==> src/hdl/rhc_pkg.sv <==
// Shared types, sizes and constants of the RGB to HSV converter.
package rhc_pkg;

    localparam int COMPONENT_BITS = 8;
    localparam int HUE_BITS = 16;
    localparam int NUM_BITS = COMPONENT_BITS + 3;
    localparam int QUEUE_DEPTH = 4;
    localparam int QUEUE_AW = $clog2(QUEUE_DEPTH);
    localparam int NUM_STAGES = (HUE_BITS > COMPONENT_BITS) ? HUE_BITS : COMPONENT_BITS;

    typedef struct packed {
        logic [COMPONENT_BITS-1:0] red_in;
        logic [COMPONENT_BITS-1:0] green_in;
        logic [COMPONENT_BITS-1:0] blue_in;
    } rhc_pixel_t;

    typedef struct packed {
        logic [HUE_BITS-1:0]       hue_out;
        logic [COMPONENT_BITS-1:0] saturation_out;
        logic [COMPONENT_BITS-1:0] value_out;
    } rhc_hsv_t;

    typedef struct packed {
        logic [NUM_BITS-1:0]         hue_num;
        logic [NUM_BITS-1:0]         hue_div;
        logic [2*COMPONENT_BITS-1:0] sat_num;
        logic [COMPONENT_BITS-1:0]   sat_div;
        logic [COMPONENT_BITS-1:0]   value;
        logic                        hue_zero;
        logic                        sat_zero;
    } rhc_work_t;

endpackage

==> src/hdl/rhc_front.sv <==
// Front end: accepts pixels and reduces each to the operands of two divisions.
module rhc_front
    import rhc_pkg::*;
(
    input  logic       aclk,
    input  logic       aresetn,
    input  logic       s_valid,
    output logic       s_ready,
    input  rhc_pixel_t s_pixel,
    output logic       out_valid,
    input  logic       out_ready,
    output rhc_work_t  out_work
);

    localparam int EXT = NUM_BITS + 1 - COMPONENT_BITS;

    logic                      fr_valid_reg;
    logic                      fr_valid_next;
    rhc_work_t                 fr_work_reg;
    rhc_work_t                 fr_work_next;
    logic [COMPONENT_BITS-1:0] mx;
    logic [COMPONENT_BITS-1:0] mn;
    logic [COMPONENT_BITS-1:0] delta;
    logic [NUM_BITS:0]         ext_r;
    logic [NUM_BITS:0]         ext_g;
    logic [NUM_BITS:0]         ext_b;
    logic [NUM_BITS:0]         ext_d;
    logic [NUM_BITS:0]         d6;
    logic [NUM_BITS:0]         num_raw;
    logic [NUM_BITS:0]         num_fix;
    logic [2*COMPONENT_BITS-1:0] dx2;
    logic                      accept;

    assign s_ready = !fr_valid_reg || out_ready;
    assign accept = s_valid && s_ready;

    always_comb begin
        mx = s_pixel.red_in;
        if (s_pixel.green_in > mx) begin
            mx = s_pixel.green_in;
        end
        if (s_pixel.blue_in > mx) begin
            mx = s_pixel.blue_in;
        end
        mn = s_pixel.red_in;
        if (s_pixel.green_in < mn) begin
            mn = s_pixel.green_in;
        end
        if (s_pixel.blue_in < mn) begin
            mn = s_pixel.blue_in;
        end
        delta = mx - mn;
        ext_r = {{EXT{1'b0}}, s_pixel.red_in};
        ext_g = {{EXT{1'b0}}, s_pixel.green_in};
        ext_b = {{EXT{1'b0}}, s_pixel.blue_in};
        ext_d = {{EXT{1'b0}}, delta};
        d6 = (ext_d << 1) + (ext_d << 2);
        if (mx == s_pixel.red_in) begin
            num_raw = ext_g - ext_b;
        end else if (mx == s_pixel.green_in) begin
            num_raw = (ext_d << 1) + ext_b - ext_r;
        end else begin
            num_raw = (ext_d << 2) + ext_r - ext_g;
        end
        num_fix = num_raw[NUM_BITS] ? (num_raw + d6) : num_raw;
        dx2 = {{COMPONENT_BITS{1'b0}}, delta};
        fr_work_next.hue_num = num_fix[NUM_BITS-1:0];
        fr_work_next.hue_div = d6[NUM_BITS-1:0];
        fr_work_next.sat_num = (dx2 << COMPONENT_BITS) - dx2;
        fr_work_next.sat_div = mx;
        fr_work_next.value = mx;
        fr_work_next.sat_zero = (mx == '0);
        fr_work_next.hue_zero = (mx == '0) || (delta == '0);
    end

    always_comb begin
        fr_valid_next = fr_valid_reg;
        if (s_ready) begin
            fr_valid_next = s_valid;
        end
    end

    always_ff @(posedge aclk) begin
        if (!aresetn) begin
            fr_valid_reg <= 1'b0;
        end else begin
            fr_valid_reg <= fr_valid_next;
        end
    end

    always_ff @(posedge aclk) begin
        if (accept) begin
            fr_work_reg <= fr_work_next;
        end
    end

    assign out_valid = fr_valid_reg;
    assign out_work = fr_work_reg;

endmodule

==> src/hdl/rhc_queue.sv <==
// Short register queue between the front end and the divider pipeline.
module rhc_queue
    import rhc_pkg::*;
(
    input  logic      aclk,
    input  logic      aresetn,
    input  logic      in_valid,
    output logic      in_ready,
    input  rhc_work_t in_work,
    output logic      out_valid,
    input  logic      out_ready,
    output rhc_work_t out_work
);

    rhc_work_t             mem_reg [QUEUE_DEPTH];
    logic [QUEUE_AW-1:0]   wr_ptr_reg;
    logic [QUEUE_AW-1:0]   wr_ptr_next;
    logic [QUEUE_AW-1:0]   rd_ptr_reg;
    logic [QUEUE_AW-1:0]   rd_ptr_next;
    logic [QUEUE_AW:0]     count_reg;
    logic [QUEUE_AW:0]     count_next;
    logic                  push;
    logic                  pop;

    assign in_ready = (count_reg != (QUEUE_AW+1)'(QUEUE_DEPTH));
    assign out_valid = (count_reg != '0);
    assign push = in_valid && in_ready;
    assign pop = out_valid && out_ready;
    assign out_work = mem_reg[rd_ptr_reg];

    always_comb begin
        wr_ptr_next = wr_ptr_reg;
        rd_ptr_next = rd_ptr_reg;
        count_next = count_reg;
        if (push) begin
            wr_ptr_next = (wr_ptr_reg == QUEUE_AW'(QUEUE_DEPTH-1)) ? '0 : wr_ptr_reg + 1'b1;
        end
        if (pop) begin
            rd_ptr_next = (rd_ptr_reg == QUEUE_AW'(QUEUE_DEPTH-1)) ? '0 : rd_ptr_reg + 1'b1;
        end
        if (push && !pop) begin
            count_next = count_reg + 1'b1;
        end else if (pop && !push) begin
            count_next = count_reg - 1'b1;
        end
    end

    always_ff @(posedge aclk) begin
        if (!aresetn) begin
            wr_ptr_reg <= '0;
            rd_ptr_reg <= '0;
            count_reg <= '0;
        end else begin
            wr_ptr_reg <= wr_ptr_next;
            rd_ptr_reg <= rd_ptr_next;
            count_reg <= count_next;
        end
    end

    always_ff @(posedge aclk) begin
        if (push) begin
            mem_reg[wr_ptr_reg] <= in_work;
        end
    end

endmodule

==> src/hdl/rhc_back.sv <==
// Back end: pipelined restoring dividers for hue and saturation, one quotient bit per stage.
module rhc_back
    import rhc_pkg::*;
(
    input  logic      aclk,
    input  logic      aresetn,
    input  logic      in_valid,
    output logic      in_ready,
    input  rhc_work_t in_work,
    output logic      out_valid,
    input  logic      out_ready,
    output rhc_hsv_t  out_hsv
);

    typedef struct packed {
        logic [NUM_BITS-1:0]       hue_rem;
        logic [NUM_BITS-1:0]       hue_div;
        logic [HUE_BITS-1:0]       hue_q;
        logic [COMPONENT_BITS-1:0] sat_rem;
        logic [COMPONENT_BITS-1:0] sat_div;
        logic [COMPONENT_BITS-1:0] sat_lo;
        logic [COMPONENT_BITS-1:0] sat_q;
        logic [COMPONENT_BITS-1:0] value;
        logic                      hue_zero;
        logic                      sat_zero;
    } rhc_stage_t;

    function automatic rhc_stage_t div_step(input rhc_stage_t s, input logic do_hue,
                                            input logic do_sat);
        rhc_stage_t                t;
        logic [NUM_BITS:0]         hr;
        logic [COMPONENT_BITS:0]   sr;
        logic                      hbit;
        logic                      sbit;
        t = s;
        hr = {s.hue_rem, 1'b0};
        hbit = (hr >= {1'b0, s.hue_div});
        if (hbit) begin
            hr = hr - {1'b0, s.hue_div};
        end
        sr = {s.sat_rem, s.sat_lo[COMPONENT_BITS-1]};
        sbit = (sr >= {1'b0, s.sat_div});
        if (sbit) begin
            sr = sr - {1'b0, s.sat_div};
        end
        if (do_hue) begin
            t.hue_rem = hr[NUM_BITS-1:0];
            t.hue_q = {s.hue_q[HUE_BITS-2:0], hbit};
        end
        if (do_sat) begin
            t.sat_rem = sr[COMPONENT_BITS-1:0];
            t.sat_lo = {s.sat_lo[COMPONENT_BITS-2:0], 1'b0};
            t.sat_q = {s.sat_q[COMPONENT_BITS-2:0], sbit};
        end
        return t;
    endfunction

    rhc_stage_t            stage_reg [NUM_STAGES];
    rhc_stage_t            stage_next [NUM_STAGES];
    logic [NUM_STAGES-1:0] valid_reg;
    logic [NUM_STAGES-1:0] valid_next;
    rhc_stage_t            prep;
    logic                  advance;

    assign advance = !valid_reg[NUM_STAGES-1] || out_ready;
    assign in_ready = advance;

    always_comb begin
        prep.hue_rem = in_work.hue_num;
        prep.hue_div = in_work.hue_div;
        prep.hue_q = '0;
        prep.sat_rem = in_work.sat_num[2*COMPONENT_BITS-1:COMPONENT_BITS];
        prep.sat_lo = in_work.sat_num[COMPONENT_BITS-1:0];
        prep.sat_div = in_work.sat_div;
        prep.sat_q = '0;
        prep.value = in_work.value;
        prep.hue_zero = in_work.hue_zero;
        prep.sat_zero = in_work.sat_zero;
    end

    always_comb begin
        for (int k = 0; k < NUM_STAGES; k++) begin
            stage_next[k] = div_step((k == 0) ? prep : stage_reg[(k == 0) ? 0 : k-1],
                                     k < HUE_BITS, k < COMPONENT_BITS);
        end
        valid_next = {valid_reg[NUM_STAGES-2:0], in_valid};
    end

    always_ff @(posedge aclk) begin
        if (!aresetn) begin
            valid_reg <= '0;
        end else if (advance) begin
            valid_reg <= valid_next;
        end
    end

    always_ff @(posedge aclk) begin
        if (advance) begin
            for (int k = 0; k < NUM_STAGES; k++) begin
                stage_reg[k] <= stage_next[k];
            end
        end
    end

    assign out_valid = valid_reg[NUM_STAGES-1];
    assign out_hsv.hue_out = stage_reg[NUM_STAGES-1].hue_zero ? '0
                                                               : stage_reg[NUM_STAGES-1].hue_q;
    assign out_hsv.saturation_out = stage_reg[NUM_STAGES-1].sat_zero ? '0
                                                                      : stage_reg[NUM_STAGES-1].sat_q;
    assign out_hsv.value_out = stage_reg[NUM_STAGES-1].value;

endmodule

==> src/hdl/rgb_to_hsv_converter_core.sv <==
// Top level of the RGB to HSV converter.
// The s_ channel takes one RGB pixel per beat on s_pixel; the m_ channel delivers one
// HSV pixel per beat on m_hsv, in the order the pixels were taken.
// Both channels are valid/ready; a beat moves when valid and ready are both high.
// Throughput is one pixel per clock cycle while m_ready stays high.
// An input beat travels through the front register, then the queue, then one divider
// pipeline register per quotient bit of the hue divider, which sets the depth.
// The front end keeps accepting pixels while the back end is stalled, until the front
// register and the four-entry queue are full; then s_ready drops.
// When m_valid is high and the receiver holds m_ready low, the divider pipeline holds
// still and m_hsv stays as it is until the beat is taken.
// Reset (aresetn low at a clock edge) empties the front register, the queue and the
// pipeline; no beat is in flight afterward.
module rgb_to_hsv_converter_core
    import rhc_pkg::*;
(
    input  logic       aclk,
    input  logic       aresetn,
    input  logic       s_valid,
    output logic       s_ready,
    input  rhc_pixel_t s_pixel,
    output logic       m_valid,
    input  logic       m_ready,
    output rhc_hsv_t   m_hsv
);

    logic      fr_valid;
    logic      fr_ready;
    rhc_work_t fr_work;
    logic      bk_valid;
    logic      bk_ready;
    rhc_work_t bk_work;

    rhc_front u_front (
        .aclk      (aclk),
        .aresetn   (aresetn),
        .s_valid   (s_valid),
        .s_ready   (s_ready),
        .s_pixel   (s_pixel),
        .out_valid (fr_valid),
        .out_ready (fr_ready),
        .out_work  (fr_work)
    );

    rhc_queue u_queue (
        .aclk      (aclk),
        .aresetn   (aresetn),
        .in_valid  (fr_valid),
        .in_ready  (fr_ready),
        .in_work   (fr_work),
        .out_valid (bk_valid),
        .out_ready (bk_ready),
        .out_work  (bk_work)
    );

    rhc_back u_back (
        .aclk      (aclk),
        .aresetn   (aresetn),
        .in_valid  (bk_valid),
        .in_ready  (bk_ready),
        .in_work   (bk_work),
        .out_valid (m_valid),
        .out_ready (m_ready),
        .out_hsv   (m_hsv)
    );

`ifndef SYNTHESIS
    a_stall_no_pop: assert property (@(posedge aclk) disable iff (!aresetn)
        (m_valid && !m_ready) |-> !bk_ready)
        else $error("Queue popped while the output beat was stalled.");

    a_black_pixel: assert property (@(posedge aclk) disable iff (!aresetn)
        (m_valid && (m_hsv.value_out == '0)) |->
            ((m_hsv.hue_out == '0) && (m_hsv.saturation_out == '0)))
        else $error("Black pixel produced nonzero hue or saturation.");

    a_full_backpressure: assert property (@(posedge aclk) disable iff (!aresetn)
        (fr_valid && !fr_ready) |-> !s_ready)
        else $error("Input accepted while front register and queue were full.");
`endif

endmodule

==> config.mk <==
export PLATFORM = sky130hd
export DESIGN_NAME = rgb_to_hsv_converter_core
export DESIGN_NICKNAME = d
export VERILOG_FILES = /design/src/hdl/rhc_pkg.sv /design/src/hdl/rhc_front.sv /design/src/hdl/rhc_queue.sv /design/src/hdl/rhc_back.sv /design/src/hdl/rgb_to_hsv_converter_core.sv
export SDC_FILE = /design/constraint.sdc
export NUM_CORES = 2
export LEC_CHECK = 0
export BUFFER_PORTS_ARGS = -buffer_cell sky130_fd_sc_hd__buf_4
export CORE_UTILIZATION = 41
export DETAILED_ROUTE_END_ITERATION = 7
export HOLD_SLACK_MARGIN = 0.03
export SYNTH_ARGS = -nofsm -noshare
export SYNTH_HDL_FRONTEND = slang
export SYNTH_SLANG_ARGS = --single-unit
==> constraint.sdc <==
create_clock -name aclk -period 35.2 [get_ports aclk]
set_input_delay 7.04 -clock aclk [delete_from_list [all_inputs] [get_ports aclk]]
set_output_delay 7.04 -clock aclk [all_outputs]
set_load 0.005 [all_outputs]
==> results.py <==
metrics = {
    "synth": {
        "ys.flop_type": "edfxtp_1",
        "yosysMostFrequentCell": "edfxtp_1",
        "ys_ff_latch": 1018,
        "synth_area_leaders": "edfxtp_1 (63%), ha_1 (8.5%), inv_1 (3.5%), a21oi_1 (2.6%), xnor2_1 (2.4%)",
        "synth_xor_area_share_pct": 3.64,
        "synth_top_family_by_area": "adder cells",
        "synth_fa_ha_area_share_pct": 9.84,
        "syn_avg_cell_area_sq_um": 13.5,
        "synth_warnings": 0,
        "synth_top_area_cell": "edfxtp_1",
        "synthMuxAreaShare_pct": 3.40,
        "ys_types": 72,
        "yosysSeqAreaShare_pct": 63.6,
        "synthesis.nets": 3908,
        "synth-simple-area-share_pct": 7.09,
        "synth-edff-count": 992,
        "synthTopCellsByCount": "edfxtp_1 (992), inv_1 (443), ha_1 (325)",
        "synth-compound-area-share_pct": 8.33,
        "synth_top_area_share_pct": 62.5,
        "synth-async-reset-ratio_pct": 0,
        "netlist_area_sq_mm": 0.0476,
        "syn_inst": 3524,
    },
    "clock_tree": {
        "cts_hold_buf": 0,
        "cts_tree": "done",
        "path_clk_slew_ns": 0.06,
        "clock_sinks": 1018,
        "cts_setup_buffers": 0,
        "clk_latency_ns": 0.69,
        "ctsLongestPathBuffers": 3,
        "htreeDepth": 3,
        "cts_buffers": 110,
        "clock-root-buffer": "clkbuf_16",
        "cts-resized-gates": 0,
    },
    "routing": {
        "drt_first_pass_iters": 5,
        "ant_nets": 0,
        "postRouteWirelength_microns": 81900,
        "vias": 26000,
        "drt-vias-per-instance": 4.95,
        "wl_per_cell_microns": 15.6,
        "drc": 0,
        "drt_iter0_markers": 1375,
    },
    "place": {
        "hpwl_microns": 56600,
        "gp_congestion": 0.860,
        "port_buffers": 61,
    },
    "final_layout": {
        "final_nets": 4041,
        "ff_latch_area_sq_mm": 0.0303,
        "syn_to_final_growth_pct": 12.4,
        "fill_cells": 10200,
        "largest_reg_flops": 767,
        "diodes": 0,
        "multi_input_area_sq_mm": 0.0154,
        "layout-drive-gt1-share_pct": 9.00,
    },
    "sta": {
        "fin_crit_ns": 15.78,
        "tns_ns": 0,
        "worst_pin_slew_ns": 1.11,
        "finalHoldViolations": 0,
        "rsz0062_at_grt": "false",
        "maxSlewHeadroom_pct": 26.1,
        "drv_slew": 0,
        "setup_viol_count_final": 0,
        "skew_ns": 0.0259,
        "fin_crit_sh_pct": 44.8,
        "fmax_ghz": 0.0634,
    },
    "worst_setup_path": {
        "required_ns": 35.60,
        "startpoint_type": "primary input",
        "end_kind": "register",
        "slowest_delay_ns": 0.82,
        "crit_fanout": 16,
        "crit_slowest_cell": "xor2_1",
        "critPathArrivalTime_ns": 16.17,
        "path_class": "in -> reg",
    },
    "floorplan": {
        "row_count": 124,
        "start_util_pct": 41.5,
        "die_y_microns": 343,
        "ioPinCount": 62,
        "die-area_sq_mm": 0.118,
        "die_w_microns": 343,
        "core_area_sq_mm": 0.115,
    },
    "global_route": {
        "grt_use_met1_pct": 16.9,
        "grt-ovfl-total": 0,
        "top_usage_layer": "met2",
        "antenna_found_initial": 0,
        "gr-usage-met2_pct": 25.8,
        "grt_pass1_wl_microns": 133000,
        "grt_util_all_layers_pct": 14.1,
        "grt_pass1_vias": 26500,
        "grt_util_met3_pct": 2.12,
        "grt_max_degree": 198,
    },
    "run_status": {
        "status": "finished, final reports clean",
    },
    "worst_hold_path": {
        "hold_path.class": "reg -> reg",
    },
    "flow_run": {
        "max_cap_viol_count": 0,
    },
}
-- worst max-delay path, delay by kind of cell --
family	cells	cell delay, ns
adders and majority gates	7	2.28
AOI/OAI and AO/OA	16	2.98
and+or+nand+nor	9	2.15
buffers and inverters	3	0.41
xor gates and xnor gates	4	1.28
-- routing by layer --
layer | wire [microns] | share of wire (%)
met5 | 0 | 0
met4 | 1650 | 2.0
met3 | 2620 | 3.2
met2 | 42200 | 52
met1 | 35500 | 43
-- cells in the final DEF, fill, tap and decap left out, types with 6 or more instances in the layout --
cell,count
o21ai_0,206
a21boi_0,36
dfxtp_1,24
mux4_2,44
clkinv_2,17
ha_1,325
o31ai_1,24
and2_1,18
xnor2_1,129
nor3_1,24
clkinv_1,23
edfxtp_1,992
nor2_1,176
xor2_1,58
a21o_1,59
nor2b_1,88
nand2_1,203
or4_1,17
inv_1,442
bufinv_16,16
clkbuf_16,110
mux2_4,6
mux2_2,30
a211oi_1,13
mux2i_1,18
buf_4,79
a21oi_1,244
nand2b_1,62
nand4_1,49
fa_1,31
nand3_1,30
clkbuf_1,24
o21bai_1,12
o211a_1,7
a221oi_1,21
-- cell type report --
class                           instances  area share (%)
Inverter                              445            3.13
Timing Repair Buffer                   80            1.15
Clock inverter                         66            1.47
Sequential cell                      1018            56.6
Clock buffer                          134            5.31
Multi-Input combinational cell       2002            28.8
Tap cell                             1512            3.53
-- final timing paths --
kind                                                         start                                 end  slack, ns  cells after the start
worst max-delay path                                   s_pixel[19]      u_front.out_work[55]$_DFFE_PP_      19.42                     39
worst min-delay path            u_back.stage_reg[1][189]$_DFFE_PN_  u_back.stage_reg[1][269]$_DFFE_PN_       0.40                      0
worst max register to register                            register   u_back.stage_reg[0][40]$_DFFE_PN_      30.80                     16
worst min register to register  u_back.stage_reg[1][189]$_DFFE_PN_  u_back.stage_reg[1][269]$_DFFE_PN_       0.40                      0
-- stage by stage --
step | area (sq um) | hold slack (ns) | cells | utilization (%) | worst slack, ns
2_1_floorplan | 47600 | 0.400 | 3524 | - | 5.59
3_3_place_gp | 49900 | 0.401 | 5057 | 43.5 | 18.91
3_5_place_dp | 49900 | 0.405 | 5057 | 43.5 | 18.85
4_1_cts | 53500 | 0.404 | 5257 | 46.6 | 19.56
5_1_grt | 53500 | 0.403 | 5257 | 46.6 | 18.70
6_report | 53500 | 0.402 | 5257 | 46.6 | 19.42
-- kinds of logic after synthesis --
| logic type | count (synthesis) |
|---|---|
| flops | 1018 |
| simple gates | 690 |
| compound gates | 666 |
| buf+inv | 504 |
| fa+ha+maj | 356 |
| xor+xnor | 191 |
| mux | 99 |
Power is left out: the tool's default activity adds up to more than one toggle a clock period on the data nets, which glitch-free logic cannot reach.
